==> src/rtl/cfsm_pkg.sv <==
// Shared constants, codes and word types for the circular frame scroll mapper.
package cfsm_pkg;

  // Frame memory geometry
  localparam int VISIBLE_LINES = 240;
  localparam int TOTAL_LINES   = 320;
  localparam int ROW_W         = $clog2(TOTAL_LINES);
  localparam int VIS_MOD       = VISIBLE_LINES % TOTAL_LINES;

  // Internal arithmetic width, holds every sum before its reduction modulo the total
  localparam int ACC_W = 11;
  // Conditional subtracts needed to reduce an ACC_W value modulo the total
  localparam int MOD_K = $clog2((2 ** ACC_W) / TOTAL_LINES);

  // Result words per item
  localparam int MAX_RES = 3;
  localparam int CNT_W   = 2;

  // Opcodes
  localparam logic OP_DIR   = 1'b0;
  localparam logic OP_FLUSH = 1'b1;

  // Requested directions
  localparam logic [2:0] DIR_NONE       = 3'd0;
  localparam logic [2:0] DIR_UP         = 3'd1;
  localparam logic [2:0] DIR_DOWN       = 3'd2;
  localparam logic [2:0] DIR_LEFT       = 3'd3;
  localparam logic [2:0] DIR_RIGHT      = 3'd4;
  localparam logic [2:0] DIR_LEFT_ANIM  = 3'd5;
  localparam logic [2:0] DIR_RIGHT_ANIM = 3'd6;
  localparam logic [2:0] DIR_INVALID    = 3'd7;

  // Renderer direction codes
  localparam logic [2:0] RD_NORMAL     = 3'd0;
  localparam logic [2:0] RD_DOWN       = 3'd1;
  localparam logic [2:0] RD_RIGHT      = 3'd2;
  localparam logic [2:0] RD_LEFT       = 3'd3;
  localparam logic [2:0] RD_LEFT_ANIM  = 3'd4;
  localparam logic [2:0] RD_RIGHT_ANIM = 3'd5;

  // Result kinds
  localparam logic [1:0] KIND_SCROLL = 2'd0;
  localparam logic [1:0] KIND_WINDOW = 2'd1;
  localparam logic [1:0] KIND_REPORT = 2'd2;

  typedef struct packed {
    logic       opcode;
    logic [2:0] direction;
    logic [7:0] col_first;
    logic [7:0] col_final;
    logic [7:0] row_first;
    logic [7:0] row_final;
  } item_t;

  typedef struct packed {
    logic [1:0]  kind;
    logic [7:0]  draw_col;
    logic [8:0]  draw_row;
    logic [7:0]  draw_width;
    logic [8:0]  draw_height;
    logic [15:0] pixel_offset;
    logic [8:0]  scroll_address;
    logic [2:0]  render_direction;
    logic        last;
  } result_t;

  typedef result_t [MAX_RES-1:0] result_set_t;

endpackage

==> src/rtl/cfsm_core.sv <==
// Scroll state registers and the single-pass mapping of one item to its result words.
module cfsm_core (
  input  logic                         clk,
  input  logic                         rst_n,
  input  logic                         fire,
  input  cfsm_pkg::item_t              item,
  output cfsm_pkg::result_set_t        res,
  output logic [cfsm_pkg::CNT_W-1:0]   res_cnt
);
  import cfsm_pkg::*;

  localparam logic [ACC_W-1:0] T_A    = ACC_W'(TOTAL_LINES);
  localparam logic [ACC_W-1:0] VM_A   = ACC_W'(VIS_MOD);
  localparam logic [ACC_W-1:0] VEND_A = ACC_W'(VISIBLE_LINES - 1);

  // value below twice the total
  function automatic logic [ACC_W-1:0] red1(input logic [ACC_W-1:0] x);
    return (x >= T_A) ? (x - T_A) : x;
  endfunction

  // any ACC_W value, binary descent over multiples of the total
  function automatic logic [ACC_W-1:0] mod_t(input logic [ACC_W-1:0] x);
    logic [ACC_W-1:0] v;
    v = x;
    for (int k = MOD_K - 1; k >= 0; k--) begin
      if (v >= (T_A << k)) v = v - (T_A << k);
    end
    return v;
  endfunction

  logic [2:0]       mode_r, mode_nxt;
  logic [ROW_W-1:0] wofs_r, wofs_nxt;
  logic [ROW_W-1:0] sstart_r, sstart_nxt;
  logic [2:0]       rdir_r, rdir_nxt;

  logic [ACC_W-1:0] ya_a, yb_a, x1_a, x2_a, wofs_a, ss_a;
  logic [ACC_W-1:0] wo_eff, r1, r2, h1, step_a, smod, ss_dn, ss_up;
  logic [7:0]       width;
  logic [8:0]       height;
  logic [16:0]      pix_full;
  logic             dn_mode, up_mode, dn_go, up_go, sc_go, sc_end, lr_end, wrap;
  logic [2:0]       rdir_arm;
  result_t          rep, sc, w1, w2;

  always_comb begin
    ya_a   = ACC_W'(item.row_first);
    yb_a   = ACC_W'(item.row_final);
    x1_a   = ACC_W'(item.col_first);
    x2_a   = ACC_W'(item.col_final);
    wofs_a = ACC_W'(wofs_r);
    ss_a   = ACC_W'(sstart_r);

    dn_mode = (mode_r == DIR_DOWN);
    up_mode = (mode_r == DIR_UP);

    // write offset moves at the opening edge of a vertical scroll
    if (dn_mode && yb_a == VEND_A) begin
      wo_eff = red1(wofs_a + T_A - VM_A);
    end else if (up_mode && ya_a == '0) begin
      wo_eff = red1(wofs_a + VM_A);
    end else begin
      wo_eff = wofs_a;
    end

    r1     = mod_t(ya_a + wo_eff);
    r2     = mod_t(yb_a + wo_eff);
    width  = item.col_final - item.col_first + 8'd1;
    height = 9'(item.row_final) - 9'(item.row_first) + 9'd1;

    dn_go  = dn_mode && (yb_a < VEND_A);
    up_go  = up_mode && (ya_a != '0);
    sc_go  = dn_go || up_go;
    sc_end = (dn_go && ya_a == '0) || (up_go && yb_a == VEND_A);
    lr_end = ((mode_r == DIR_LEFT || mode_r == DIR_LEFT_ANIM) && x2_a == VEND_A) ||
             ((mode_r == DIR_RIGHT || mode_r == DIR_RIGHT_ANIM) && x1_a == '0);

    step_a = sc_end ? ACC_W'({height, 1'b0}) : ACC_W'(height);
    smod   = mod_t(step_a);
    ss_dn  = red1(ss_a + T_A - smod);
    ss_up  = red1(ss_a + smod);

    wrap     = (r2 < r1);
    h1       = T_A - r1;
    pix_full = 17'(width) * 17'(h1);

    // renderer code for a newly armed direction; up keeps the current code
    unique case (item.direction)
      DIR_DOWN:       rdir_arm = RD_DOWN;
      DIR_RIGHT:      rdir_arm = RD_RIGHT;
      DIR_LEFT:       rdir_arm = RD_LEFT;
      DIR_RIGHT_ANIM: rdir_arm = RD_RIGHT_ANIM;
      DIR_LEFT_ANIM:  rdir_arm = RD_LEFT_ANIM;
      default:        rdir_arm = rdir_r;
    endcase

    mode_nxt   = mode_r;
    wofs_nxt   = wofs_r;
    sstart_nxt = sstart_r;
    rdir_nxt   = rdir_r;
    if (item.opcode == OP_DIR) begin
      if (mode_r == DIR_NONE && item.direction != DIR_INVALID) begin
        mode_nxt = item.direction;
        rdir_nxt = rdir_arm;
      end
    end else begin
      wofs_nxt = ROW_W'(wo_eff);
      if (dn_go) sstart_nxt = ROW_W'(ss_dn);
      if (up_go) sstart_nxt = ROW_W'(ss_up);
      if (sc_end || lr_end) begin
        mode_nxt = DIR_NONE;
        rdir_nxt = RD_NORMAL;
      end
    end

    rep                  = '0;
    rep.kind             = KIND_REPORT;
    rep.render_direction = rdir_nxt;
    rep.last             = 1'b1;

    sc                = '0;
    sc.kind           = KIND_SCROLL;
    sc.scroll_address = 9'(sstart_nxt);

    w1             = '0;
    w1.kind        = KIND_WINDOW;
    w1.draw_col    = item.col_first;
    w1.draw_row    = 9'(r1);
    w1.draw_width  = width;
    w1.draw_height = wrap ? 9'(h1) : height;

    w2              = '0;
    w2.kind         = KIND_WINDOW;
    w2.draw_col     = item.col_first;
    w2.draw_width   = width;
    w2.draw_height  = 9'(r2 + ACC_W'(1));
    w2.pixel_offset = pix_full[15:0];
    w2.last         = 1'b1;

    w1.last = !wrap;

    res = '0;
    if (item.opcode == OP_DIR) begin
      res[0]  = rep;
      res_cnt = CNT_W'(1);
    end else if (sc_go) begin
      res[0] = sc;
      res[1] = w1;
      if (wrap) res[2] = w2;
      res_cnt = wrap ? CNT_W'(3) : CNT_W'(2);
    end else begin
      res[0] = w1;
      if (wrap) res[1] = w2;
      res_cnt = wrap ? CNT_W'(2) : CNT_W'(1);
    end
  end

  always_ff @(posedge clk) begin
    if (!rst_n) begin
      mode_r   <= DIR_NONE;
      wofs_r   <= '0;
      sstart_r <= '0;
      rdir_r   <= RD_NORMAL;
    end else if (fire) begin
      mode_r   <= mode_nxt;
      wofs_r   <= wofs_nxt;
      sstart_r <= sstart_nxt;
      rdir_r   <= rdir_nxt;
    end
  end

endmodule

==> src/rtl/cfsm_outbuf.sv <==
// Result bank: holds one item's result words, gives one per cycle while out_ready is 1.
module cfsm_outbuf (
  input  logic                         clk,
  input  logic                         rst_n,
  input  logic                         load,
  input  cfsm_pkg::result_set_t        load_res,
  input  logic [cfsm_pkg::CNT_W-1:0]   load_cnt,
  output logic                         free,
  output logic                         out_valid,
  input  logic                         out_ready,
  output cfsm_pkg::result_t            out_res
);
  import cfsm_pkg::*;

  result_set_t      ent_r, ent_nxt;
  logic [CNT_W-1:0] cnt_r, cnt_nxt;
  logic [CNT_W-1:0] idx_r, idx_nxt;
  logic             take;

  always_comb begin
    case (idx_r)
      CNT_W'(1): out_res = ent_r[1];
      CNT_W'(2): out_res = ent_r[2];
      default:   out_res = ent_r[0];
    endcase

    out_valid = (cnt_r != '0);
    take      = out_valid && out_ready;
    // empty, or the final word leaves this cycle
    free      = !out_valid || (take && out_res.last);

    ent_nxt = ent_r;
    cnt_nxt = cnt_r;
    idx_nxt = idx_r;
    if (load) begin
      ent_nxt = load_res;
      cnt_nxt = load_cnt;
      idx_nxt = '0;
    end else if (take) begin
      if (out_res.last) begin
        cnt_nxt = '0;
        idx_nxt = '0;
      end else begin
        idx_nxt = idx_r + CNT_W'(1);
      end
    end
  end

  always_ff @(posedge clk) begin
    ent_r <= ent_nxt;
    if (!rst_n) begin
      cnt_r <= '0;
      idx_r <= '0;
    end else begin
      cnt_r <= cnt_nxt;
      idx_r <= idx_nxt;
    end
  end

endmodule

==> src/rtl/circular_frame_scroll_mapper.sv <==
// Top level of the circular frame scroll mapper: input register, mapping core, result bank.
//
//  channel  dir  handshake              word
//  in_      in   in_valid / in_ready    opcode, direction, area columns and rows
//  out_     out  out_valid / out_ready  kind, draw window, pixel offset, scroll addr,
//                                       renderer code, last
//
// An accepted word is registered in the input register, moves into the result bank
// once the bank is free, and is mapped in one pass against the scroll state on the
// way. The bank gives one result word per cycle while out_ready is high, so an item
// yields one word (direction, plain flush) up to three words (scroll address plus a
// wrapped window pair). rst_n (synchronous) clears scroll mode, write offset, scroll
// start and renderer code. The input register takes a new word while the bank still
// waits on out_ready only if the input register is empty.
module circular_frame_scroll_mapper (
  input  logic        clk,
  input  logic        rst_n,

  input  logic        in_valid,
  output logic        in_ready,
  input  logic        in_opcode,
  input  logic [2:0]  in_direction,
  input  logic [7:0]  in_col_first,
  input  logic [7:0]  in_col_final,
  input  logic [7:0]  in_row_first,
  input  logic [7:0]  in_row_final,

  output logic        out_valid,
  input  logic        out_ready,
  output logic [1:0]  out_kind,
  output logic [7:0]  out_draw_col,
  output logic [8:0]  out_draw_row,
  output logic [7:0]  out_draw_width,
  output logic [8:0]  out_draw_height,
  output logic [15:0] out_pixel_offset,
  output logic [8:0]  out_scroll_address,
  output logic [2:0]  out_render_direction,
  output logic        out_last
);
  import cfsm_pkg::*;

  // input register
  logic             in_v_r, in_v_nxt;
  item_t            item_r, item_nxt;

  logic             buf_free;
  logic             load;
  result_set_t      core_res;
  logic [CNT_W-1:0] core_cnt;
  result_t          out_res;

  // the held word moves into the bank as soon as the bank frees up
  assign load     = in_v_r && buf_free;
  assign in_ready = !in_v_r || buf_free;

  always_comb begin
    item_nxt = item_r;
    in_v_nxt = in_v_r;
    if (in_valid && in_ready) begin
      item_nxt.opcode    = in_opcode;
      item_nxt.direction = in_direction;
      item_nxt.col_first = in_col_first;
      item_nxt.col_final = in_col_final;
      item_nxt.row_first = in_row_first;
      item_nxt.row_final = in_row_final;
      in_v_nxt           = 1'b1;
    end else if (load) begin
      in_v_nxt = 1'b0;
    end
  end

  always_ff @(posedge clk) begin
    item_r <= item_nxt;
    if (!rst_n) begin
      in_v_r <= 1'b0;
    end else begin
      in_v_r <= in_v_nxt;
    end
  end

  cfsm_core u_core (
    .clk     (clk),
    .rst_n   (rst_n),
    .fire    (load),
    .item    (item_r),
    .res     (core_res),
    .res_cnt (core_cnt)
  );

  cfsm_outbuf u_outbuf (
    .clk       (clk),
    .rst_n     (rst_n),
    .load      (load),
    .load_res  (core_res),
    .load_cnt  (core_cnt),
    .free      (buf_free),
    .out_valid (out_valid),
    .out_ready (out_ready),
    .out_res   (out_res)
  );

  assign out_kind             = out_res.kind;
  assign out_draw_col         = out_res.draw_col;
  assign out_draw_row         = out_res.draw_row;
  assign out_draw_width       = out_res.draw_width;
  assign out_draw_height      = out_res.draw_height;
  assign out_pixel_offset     = out_res.pixel_offset;
  assign out_scroll_address   = out_res.scroll_address;
  assign out_render_direction = out_res.render_direction;
  assign out_last             = out_res.last;

endmodule
==> config.mk <==
export PLATFORM = sky130hd
export DESIGN_NAME = circular_frame_scroll_mapper
export DESIGN_NICKNAME = d
export VERILOG_FILES = /design/src/rtl/cfsm_pkg.sv /design/src/rtl/cfsm_core.sv /design/src/rtl/cfsm_outbuf.sv /design/src/rtl/circular_frame_scroll_mapper.sv
export SDC_FILE = /design/constraint.sdc
export NUM_CORES = 1
export LEC_CHECK = 0
export BUFFER_PORTS_ARGS = -buffer_cell sky130_fd_sc_hd__buf_4
export CAP_MARGIN = 15
export CORE_MARGIN = 1
export CORE_UTILIZATION = 40
export DETAILED_ROUTE_END_ITERATION = 7
export SETUP_SLACK_MARGIN = 0.02
export SLEW_MARGIN = 40
export SYNTH_ARGS = -nofsm -noshare
export SYNTH_HDL_FRONTEND = slang
export SYNTH_HIERARCHICAL = 1
export SYNTH_SLANG_ARGS = --single-unit
==> constraint.sdc <==
create_clock -name clk -period 11.4 [get_ports clk]
set_input_delay 0.57 -clock clk [delete_from_list [all_inputs] [get_ports clk]]
set_output_delay 0.57 -clock clk [all_outputs]
set_load 0.01 [all_outputs]
==> results.sh, run 1 <==
export IMPL_via_count=13965
export IMPL_worstSetupEndpoint="u_outbuf/ent_r[158]"
export IMPL_met1_length_mm=21.2
export IMPL_crit_top_cell="inv_1"
export IMPL_maxCapViolCount=0
export IMPL_cts_made_buffers=30
export IMPL_final_area_um2=20800
export IMPL_synth_top_area_share_pct=37.7
export IMPL_finalSetupViolCount=0
export IMPL_nFillCells=4314
export IMPL_yosys_area_top_type="edfxtp_1"
export IMPL_clk_pin_slew_ns=0.07
export IMPL_cp_arrival_ns=11.12
export IMPL_violations="DRC"
export IMPL_die_h_um=216
export IMPL_dpl_hpwl_mm=34.9
export IMPL_post_place_cells=2546
export IMPL_nets=2206
export IMPL_worstReg2RegEnd="u_outbuf/ent_r[158]"
export IMPL_hp_class="input port to flop"
export IMPL_wl_met2_mm=23.2
export IMPL_ant_nets=0
export IMPL_slew_headroom_pct=43.2
export IMPL_fmax_mhz=93.6
export IMPL_start_util_pct=40.5
export IMPL_drt_wl_total_mm=47.7
export IMPL_wl_met3_mm=2.17
export IMPL_status="finished with violations"
export IMPL_drive_gt1_share_pct=12.7
export IMPL_required_ns=11.83
export IMPL_place_area_um2=19700
export IMPL_globalRouteTotalUtil_pct=20.2
export IMPL_setup_ws_ns=0.716
export IMPL_cts_buffer_depth=3
export IMPL_grt_max_degree=83
export IMPL_critPathLaunch="u_core/wofs_r[4]"
export IMPL_worstSkewPairLatency_ns=0.58
export IMPL_synth_area_leaders="edfxtp_1, ha_1, fa_1, nor2_1, nand2_1"
export IMPL_coreArea_um2=45400
export IMPL_synthCells=1892
export IMPL_worstReg2RegStart="u_core/wofs_r[4]"
export IMPL_antenna_found_initial=0
export IMPL_period_needed_ns=10.68
export IMPL_gr_total_overflow=0
export IMPL_cts_root_buf="clkbuf_16"
export IMPL_area_growth_pct=13.0
export IMPL_htreeDepth=1
export IMPL_power_leakage_nw=8.58
export IMPL_cts_setup_buffers=0
export IMPL_yosysWarningCount=6
export IMPL_synthArstFlopShare_pct=0
export IMPL_antenna_cells=0
export IMPL_seq_area_um2=7440
export IMPL_netlist_area_um2=18400
export IMPL_ys_types=100
export IMPL_dr_first_iter_drc_count=964
export IMPL_worst_pin_slew_ns=0.846
export IMPL_slew_viol_final=0
export IMPL_rsz0062_at_grt="no"
export IMPL_cp_slowest_stage_delay_ns=0.54
export IMPL_fin_setup_tns_ns=0
export IMPL_top_layer="met4"
export IMPL_grt_pass1_wl_mm=75.2
export IMPL_rr_worst_depth=51
export IMPL_yosysMostFrequentCell="edfxtp_1"
export IMPL_wl_per_cell_um=18.3
export IMPL_synth_ff_type="edfxtp_1"
export IMPL_firstDrtPassIters=7
export IMPL_slowest_stage="fa_1"
export IMPL_first_global_vias=13683
export IMPL_drcViolationCount=2
export IMPL_gp_congestion=0.926
export IMPL_ir_drop_mv=0.152
export IMPL_clock_sinks=256
export IMPL_worstSetupStartpointType="flop"
export IMPL_die_w_um=216
export IMPL_io_buffers=106
export IMPL_syn_area_per_cell_um2=9.72
export IMPL_path_max_fanout=13
export IMPL_critPathKind="flop to flop"
export IMPL_ys_ff_latch=256
export IMPL_skew_ns=0.0158
export IMPL_rows=78
export IMPL_final_cells=2602
export IMPL_r2r_slack_ns=0.72
export IMPL_powerDensity_nw_per_um2=184
export IMPL_multi_input_area_um2=9860
export IMPL_cts_tree="built"
export IMPL_post_drt_via_cell_ratio=5.37
export IMPL_dp_slack_ns=0.315
export IMPL_finalHoldViolations=0
export IMPL_critPathCaptureType="flop"
export IMPL_die_area_um2=46800
export IMPL_io_pins=107
export IMPL_finalCritPeriodShare_pct=93.7
export IMPL_ys_seq_area_share_pct=40.5
export IMPL_yosys_top_cells_count="edfxtp_1, nor2_1, nand2_1"
export IMPL_synth_edf_count=231
area by class of cell:
| class | instances | share of cell area (%) |
|---|---|---|
| Clock buffer | 41 | 4.05 |
| Clock inverter | 15 | 0.867 |
| Inverter | 165 | 2.98 |
| Multi-Input combinational cell | 1384 | 47.5 |
| Sequential cell | 256 | 35.8 |
| Tap cell | 600 | 3.61 |
| Timing Repair Buffer | 141 | 5.21 |
metal layers:
metal | track usage, % | up-vias
met2 | 34.2 | 337
met1 | 27.3 | 6805
met4 | 5.61 | 0
met5 | 0 | -
met3 | 2.50 | 71
li1 | - | 6752
how the worst min path moves through the flow:
stage                    endpoint  slack, ns  depth (start not counted)          startpoint
2_1_floorplan  u_core/sstart_r[8]       0.48                          2  u_core/sstart_r[8]
3_3_place_gp               in_v_r       0.49                          2              in_v_r
3_5_place_dp               in_v_r       0.50                          2              in_v_r
4_1_cts                item_r[33]       0.14                          1     in_direction[1]
5_1_grt                item_r[33]       0.14                          1     in_direction[1]
6_report                item_r[0]       0.16                          1     in_row_final[0]
critical path: cells and delay by family, from the launching register on:
family	cells	cell delay, ns
adders and majority gates	9	3.38
AOI/OAI and AO/OA	15	2.94
and+or+nand+nor	12	1.96
xor gates and xnor gates	6	0.93
buffers and inverters	8	0.71
DFF	1	0.39
muxes	1	0.21
cell families (layout without fill, tap and decap cells):
logic type	after synthesis	count (layout)	share of synthesized area, %
AND/OR/NAND/NOR	588	588	15.0
AO/OA/AOI/OAI	455	455	16.8
buffers and inverters	302	362	7.53
flip-flops	256	256	40.5
adder cells (fa/ha/maj)	188	188	15.1
XOR/XNOR	86	86	4.22
multiplexers	16	16	0.905
other	1	51	0.0204
registers in the layout (all words and copies together), names as in the netlist:
| signal | cells |
|---|---|
| in_v_r | 1 |
| u_core/wofs_r | 5 |
| u_outbuf/cnt_r | 2 |
| u_core/mode_r | 3 |
| u_core/sstart_r | 9 |
| u_outbuf/idx_r | 2 |
| u_core/rdir_r | 3 |
| item_r | 36 |
| u_outbuf/ent_r | 195 |
cell usage in the layout (no fill, tap or decap), types with 8 or more instances in the layout:
cell type,synthesis,routed
edfxtp_1,231,231
nor2_1,209,207
inv_1,162,162
nand2_1,163,162
buf_4,54,137
ha_1,132,130
a21oi_1,78,76
a22oi_1,69,69
o21ai_1,68,67
fa_1,56,56
xnor2_1,58,54
and2_1,52,52
o21ai_0,52,51
conb_1,1,51
clkbuf_16,0,30
nand3_1,31,30
xor2_1,25,24
dfxtp_1,25,23
nor3_1,23,23
nor2b_1,18,18
a21o_1,17,17
o21a_1,17,17
and3_1,15,15
o21bai_1,15,15
nand2b_1,13,13
mux2i_1,13,13
o211ai_1,12,12
a31oi_1,12,12
o22ai_1,11,11
a21boi_0,11,11
or3_1,9,9
nand4_1,9,9
a211oi_1,8,8
power breakdown:
group          leakage [nW]  switching [mW]  total [mW]  internal, mW
registers              2.42          0.0262        1.15          1.12
clock network         0.494           0.401       0.988         0.587
logic                  5.67            1.01        1.70         0.688
total                  8.58            1.44        3.83          2.40
repair_timing:
action                                 4_1_cts  5_1_grt
setup endpoints to repair                    0        4
endpoints found under the hold margin        0        0
resized for setup                            0       18
hold buffers                                 0        0
through the flow:
step	total power, mW	hold slack [ns]	util, %
finish	3.83	0.164	45.8
global route	4.14	0.140	45.8
CTS	3.86	0.135	45.6
detailed placement	2.86	0.502	43.3
global placement	2.82	0.489	43.2
floorplan	2.47	0.480	-
Power figures use the tool's default switching activity.
==> run 2, diff against run 1 <==
- ABC_AREA: unset -> 1
- PLACE_DENSITY: unset -> 0.6
==> run 2 against run 1 <==
  * The run now ends clean
  * Utilization shrank 0.38 points
  * Clock power is essentially flat
  * Via count shrank 1.1%
  * Setup slack gained 0.97 ns
  * Count of clock-buffer cells in the layout grew 5
  * Synthesized area shrank 2.7%
  * Routed wire length shrank 5.0%
  * Worst hold slack gained 0.032 ns
  * Synthesized cell count grew 8.6%
  * Largest cell class unchanged
==> results.sh, run 2 <==
export IMPL_ys_types=62
export IMPL_min_from="in_col_final[1]"
export IMPL_place_area_um2=19000
export IMPL_finalSetupViolCount=0
export IMPL_ir_drop_mv=0.332
export IMPL_clk_pin_slew_ns=0.06
export IMPL_synth_top_area_share_pct=38.8
export IMPL_nFillCells=4301
export IMPL_slew_headroom_pct=43.0
export IMPL_cts_resized=0
export IMPL_die_w_um=213
export IMPL_synth_area_leaders="edfxtp_1, ha_1, nand2_1, fa_1, inv_1"
export IMPL_gr_total_overflow=0
export IMPL_largest_reg_flops=195
export IMPL_netlist_area_um2=17900
export IMPL_power_leakage_nw=9.08
export IMPL_synthArstFlopShare_pct=0
export IMPL_area_growth_pct=12.0
export IMPL_worstSkewPairLatency_ns=0.55
export IMPL_top_register="u_outbuf/ent_r"
export IMPL_worstReg2RegEnd="u_outbuf/ent_r[158]"
export IMPL_critPathCaptureType="flop"
export IMPL_slowest_stage="fa_1"
export IMPL_top_regs="u_outbuf/ent_r: 195 flops, item_r: 36 flops, u_core/sstart_r: 9 flops"
export IMPL_ys_seq_area_share_pct=41.6
export IMPL_worstReg2RegStart="item_r[8]"
export IMPL_yosysMostFrequentCell="nand2_1"
export IMPL_nets=2371
export IMPL_cts_root_buf="clkbuf_16"
export IMPL_slew_viol_final=0
export IMPL_holdPathEnd="item_r[17]"
export IMPL_synth_ff_type="edfxtp_1"
export IMPL_synthCells=2055
export IMPL_antenna_found_initial=0
export IMPL_die_area_um2=45600
export IMPL_cts_tree="built"
export IMPL_status="complete, no violations"
export IMPL_dr_first_iter_drc_count=886
export IMPL_rows=77
export IMPL_worstSetupStartpointType="flop"
export IMPL_fin_setup_tns_ns=0
export IMPL_globalRouteTotalUtil_pct=20.5
export IMPL_cp_arrival_ns=9.99
export IMPL_maxCapViolCount=0
export IMPL_drcViolationCount=0
export IMPL_coreArea_um2=44100
export IMPL_synth_edf_count=231
export IMPL_cp_slowest_stage_delay_ns=0.54
export IMPL_fin_hold_ws_ns=0.197
export IMPL_die_h_um=213
export IMPL_fmax_mhz=103
export IMPL_rr_worst_depth=54
export IMPL_yosys_top_cells_count="nand2_1, inv_1, nor2_1"
export IMPL_rsz0062_at_grt="no"
export IMPL_final_area_um2=20000
export IMPL_yosys_area_top_type="edfxtp_1"
export IMPL_via_count=13811
export IMPL_fin_util_pct=45.4
export IMPL_io_pins=107
export IMPL_drt_wl_total_mm=45.3
export IMPL_first_global_vias=13670
export IMPL_holdPathStages=1
export IMPL_clock_sinks=256
export IMPL_antenna_cells=0
export IMPL_critPathKind="flop to flop"
export IMPL_powerDensity_nw_per_um2=264
export IMPL_grt_max_degree=129
export IMPL_post_drt_via_cell_ratio=5.01
export IMPL_gp_congestion=0.887
export IMPL_layout_commonest_cell="nand2_1"
export IMPL_yosysWarningCount=6
export IMPL_worst_pin_slew_ns=0.855
export IMPL_start_util_pct=40.5
export IMPL_crit_top_cell="nand2_1"
export IMPL_final_cells=2759
export IMPL_period_needed_ns=9.71
export IMPL_cts_buffer_depth=3
export IMPL_required_ns=11.67
export IMPL_ctsHoldBuffers=0
export IMPL_grt_pass1_wl_mm=72.3
export IMPL_finalHoldViolations=0
export IMPL_finalCritPeriodShare_pct=85.2
export IMPL_final_cell_mix="nand2_1, inv_1, nor2_1"
export IMPL_dpl_hpwl_mm=32.3
export IMPL_firstDrtPassIters=5
export IMPL_io_buffers=106
export IMPL_r2r_slack_ns=1.69
export IMPL_path_max_fanout=12
export IMPL_syn_area_per_cell_um2=8.71
export IMPL_ant_nets=0
export IMPL_hp_class="input port to flop"
export IMPL_cts_setup_buffers=0
export IMPL_drive_gt1_share_pct=11.8
export IMPL_wl_per_cell_um=16.4
export IMPL_skew_ns=0.0129
export IMPL_cts_made_buffers=34
export IMPL_htreeDepth=2
export IMPL_ys_ff_latch=256
export IMPL_post_place_cells=2699
## run 2: area by class of cell
class / instances / area [um^2] / area share [%]
Clock buffer: 46 / 906 / 4.52
Clock inverter: 14 / 133 / 0.662
Inverter: 311 / 1190 / 5.93
Multi-Input combinational cell: 1427 / 8770 / 43.8
Sequential cell: 256 / 7440 / 37.1
Tap cell: 592 / 741 / 3.70
Timing Repair Buffer: 113 / 860 / 4.29
## run 2: cells by family after synthesis
group / count (synthesis) / share of synthesized area (%)
and+or+nand+nor: 807 / 19.5
buffers and inverters: 422 / 10.6
AOI/OAI and AO/OA: 333 / 10.4
DFF: 256 / 41.6
adders and majority gates: 188 / 15.5
xor gates and xnor gates: 47 / 2.34
other: 1 / 0.0210
muxes: 1 / 0.0769
## run 2: per-layer routing
metal  up-vias  wire length (um)  track usage (%)
li1       6793                 -                -
met1      6622             20400             26.8
met2       330             21500             34.8
met3        66              2360             3.05
met4         0              1050             6.58
met5         -                 0                0
## run 2: metrics by stage
stage / power (mW) / worst slack (ns)
2_1_floorplan: 3.58 / 2.76
3_3_place_gp: 4.27 / 2.13
3_5_place_dp: 4.33 / 1.79
4_1_cts: 5.36 / 1.76
5_1_grt: 5.89 / 0.680
6_report: 5.29 / 1.69
## run 2: worst max path at each step
stage / startpoint / end / slack (ns)
floorplan: item_r[8] / u_outbuf/ent_r[158] / 2.76
global placement: item_r[8] / u_outbuf/ent_r[93] / 2.13
detailed placement: item_r[8] / u_outbuf/ent_r[158] / 1.79
CTS: item_r[8] / u_outbuf/ent_r[158] / 1.76
global route: item_r[8] / u_outbuf/ent_r[158] / 0.68
finish: item_r[8] / u_outbuf/ent_r[158] / 1.69
## run 2: power breakdown
group	internal (mW)	leakage, nW	switching (mW)
registers	1.20	2.42	0.0424
clock network	0.572	0.504	0.433
logic	1.10	6.15	1.94
## run 2: worst max-delay path, delay by kind of cell (launching register included)
kind	cells	cell delay, ns
xor+xnor	1	0.16
fa+ha+maj	8	3.06
simple gates	25	2.99
buf+inv	9	0.93
compound gates	11	1.80
flops	1	0.48
==> run 3, diff against run 2 <==
- BUFFER_PORTS_ARGS: -buffer_cell sky130_fd_sc_hd__buf_4 -> -buffer_cell sky130_fd_sc_hd__clkbuf_2
==> run 3 against run 2 <==
  * Sequential cell count unchanged
  * Worst hold slack worse by 0.042 ns
  * Count of clock-buffer cells in the layout down 8
  * Clock power about the same
  * Sequential share of layout area up 0.56 points
  * Fmax up 0.79%
  * Sequential power about the same
  * First-iteration DRC count down 5.8%
  * Global-route usage down 0.36 points
  * Setup slack better by 0.077 ns
  * Routed wire length down 0.92%
  * Final area down 1.5%
==> results.sh, run 3 (synthesized netlist as in run 2, its figures left out) <==
export IMPL_ctsHoldBuffers=0
export IMPL_intPower_mw=2.83
export IMPL_cts_setup_buffers=0
export IMPL_power_leakage_nw=9.00
export IMPL_min_from="in_row_first[7]"
export IMPL_cts_buffer_depth=3
export IMPL_globalRouteTotalUtil_pct=20.1
export IMPL_final_cell_mix="nand2_1, inv_1, nor2_1"
export IMPL_area_growth_pct=10.3
export IMPL_powerDensity_nw_per_um2=264
export IMPL_worst_pin_slew_ns=0.851
export IMPL_fin_util_pct=44.7
export IMPL_die_area_um2=45600
export IMPL_coreArea_um2=44100
export IMPL_total_power_mw=5.20
export IMPL_grt_max_degree=128
export IMPL_start_util_pct=40.5
export IMPL_io_buffers=106
export IMPL_rr_worst_depth=55
export IMPL_final_area_um2=19700
export IMPL_path_max_fanout=12
export IMPL_largest_reg_flops=195
export IMPL_drive_gt1_share_pct=11.9
export IMPL_htreeDepth=1
export IMPL_firstDrtPassIters=5
export IMPL_worstReg2RegEnd="u_outbuf/ent_r[158]"
export IMPL_ir_drop_mv=0.274
export IMPL_critPathKind="flop to flop"
export IMPL_r2r_slack_ns=1.76
export IMPL_worstSetupStartpointType="flop"
export IMPL_multi_input_area_um2=8770
export IMPL_ant_nets=0
export IMPL_holdPathEnd="item_r[15]"
export IMPL_skew_ns=0.0176
export IMPL_finalSetupViolCount=0
export IMPL_slowest_stage="fa_1"
export IMPL_finalHoldViolations=0
export IMPL_power_switching_mw=2.38
export IMPL_die_h_um=213
export IMPL_worstSkewPairLatency_ns=0.59
export IMPL_dpl_hpwl_mm=32.4
export IMPL_critPathCaptureType="flop"
export IMPL_cts_root_buf="clkbuf_16"
export IMPL_grt_pass1_wl_mm=71.3
export IMPL_drt_wl_total_mm=44.9
export IMPL_cts_resized=0
export IMPL_post_drt_via_cell_ratio=5.01
export IMPL_antenna_cells=0
export IMPL_worstReg2RegStart="item_r[8]"
export IMPL_die_w_um=213
export IMPL_place_area_um2=18700
export IMPL_rows=77
export IMPL_top_regs="u_outbuf/ent_r: 195 flops, item_r: 36 flops, u_core/sstart_r: 9 flops"
export IMPL_wl_per_cell_um=16.3
export IMPL_top_register="u_outbuf/ent_r"
export IMPL_cts_tree="built"
export IMPL_period_needed_ns=9.64
export IMPL_finalCritPeriodShare_pct=84.5
export IMPL_clk_pin_slew_ns=0.06
export IMPL_layout_commonest_cell="nand2_1"
export IMPL_holdPathStages=1
export IMPL_nFillCells=4373
export IMPL_rsz0062_at_grt="no"
export IMPL_cts_made_buffers=30
export IMPL_dr_first_iter_drc_count=835
export IMPL_drcViolationCount=0
export IMPL_pwr_share_clk_pct=18.6
export IMPL_gr_total_overflow=0
export IMPL_fmax_mhz=104
export IMPL_nets=2368
export IMPL_maxCapViolCount=0
export IMPL_cp_arrival_ns=9.94
export IMPL_fin_setup_tns_ns=0
export IMPL_crit_top_cell="nand2_1"
export IMPL_gp_congestion=0.881
export IMPL_slew_viol_final=0
export IMPL_seq_area_um2=7440
export IMPL_required_ns=11.70
export IMPL_slew_headroom_pct=43.2
export IMPL_clock_sinks=256
export IMPL_seq_power_share_pct=23.9
export IMPL_cp_slowest_stage_delay_ns=0.54
export IMPL_io_pins=107
export IMPL_switching_share_pct=45.7
export IMPL_pwr_share_comb_pct=57.4
export IMPL_via_count=13808
export IMPL_status="complete, no violations"
export IMPL_first_global_vias=13448
export IMPL_antenna_found_initial=0
export IMPL_hp_class="input port to flop"
run 3: cell types whose count changed in the layout (fill, tap and decap cells not counted), sizes merged:
| cell | previous run | this run |
|---|---|---|
| clkbuf | 46 | 144 |
| clkinv | 14 | 18 |
| inv | 310 | 307 |
| buf | 113 | 8 |
| bufinv | 0 | 3 |
run 3: final cells by class:
type | instances | share of cell area, %
clock inverter | 18 | 1.01
clock buffer | 38 | 4.06
tap | 592 | 3.75
multi-input combinational | 1427 | 44.4
sequential | 256 | 37.7
inverter | 311 | 6.00
timing repair buffer | 114 | 3.05
run 3: metrics by stage:
| stage | setup slack, ns | cells | hold slack, ns |
|---|---|---|---|
| 6_report | 1.76 | 2756 | 0.155 |
| 5_1_grt | 0.911 | 2756 | 0.136 |
| 4_1_cts | 1.87 | 2756 | 0.131 |
| 3_5_place_dp | 1.91 | 2700 | 0.460 |
| 3_3_place_gp | 2.13 | 2700 | 0.449 |
| 2_1_floorplan | 2.76 | 2105 | 0.440 |
run 3: power by group through the flow:
stage / logic (mW) / clock network, mW / registers [mW]
after global placement: 2.95 / 0 / 1.26
after floorplan: 2.32 / 0 / 1.26
after CTS: 3.02 / 0.991 / 1.25
after global routing: 3.50 / 1.02 / 1.26
after detailed placement: 3.00 / 0 / 1.27
final: 2.99 / 0.969 / 1.25
run 3: critical path: cells and delay by family, from the launching register on:
family          cells  cell delay [ns]
buf+inv             9             0.98
simple gates       26             2.95
xor+xnor            1             0.16
compound gates     11             1.73
fa+ha+maj           8             3.07
flops               1             0.47
run 3: how the worst max path moves through the flow:
stage	from	to	slack (ns)	cells after the start
after floorplan	item_r[8]	u_outbuf/ent_r[158]	2.76	55
after global placement	item_r[8]	u_outbuf/ent_r[93]	2.13	55
after detailed placement	item_r[8]	u_outbuf/ent_r[158]	1.91	55
after CTS	item_r[8]	u_outbuf/ent_r[158]	1.87	55
after global routing	item_r[8]	u_outbuf/ent_r[158]	0.91	55
final	item_r[8]	u_outbuf/ent_r[158]	1.76	55
run 3: per-layer routing:
layer	track usage, %	up-vias	share of wire, %
met5	0	-	0
met2	34.6	335	48
met1	26.3	6601	44
li1	-	6804	-
met3	3.08	68	5.6
met4	5.37	0	2.5
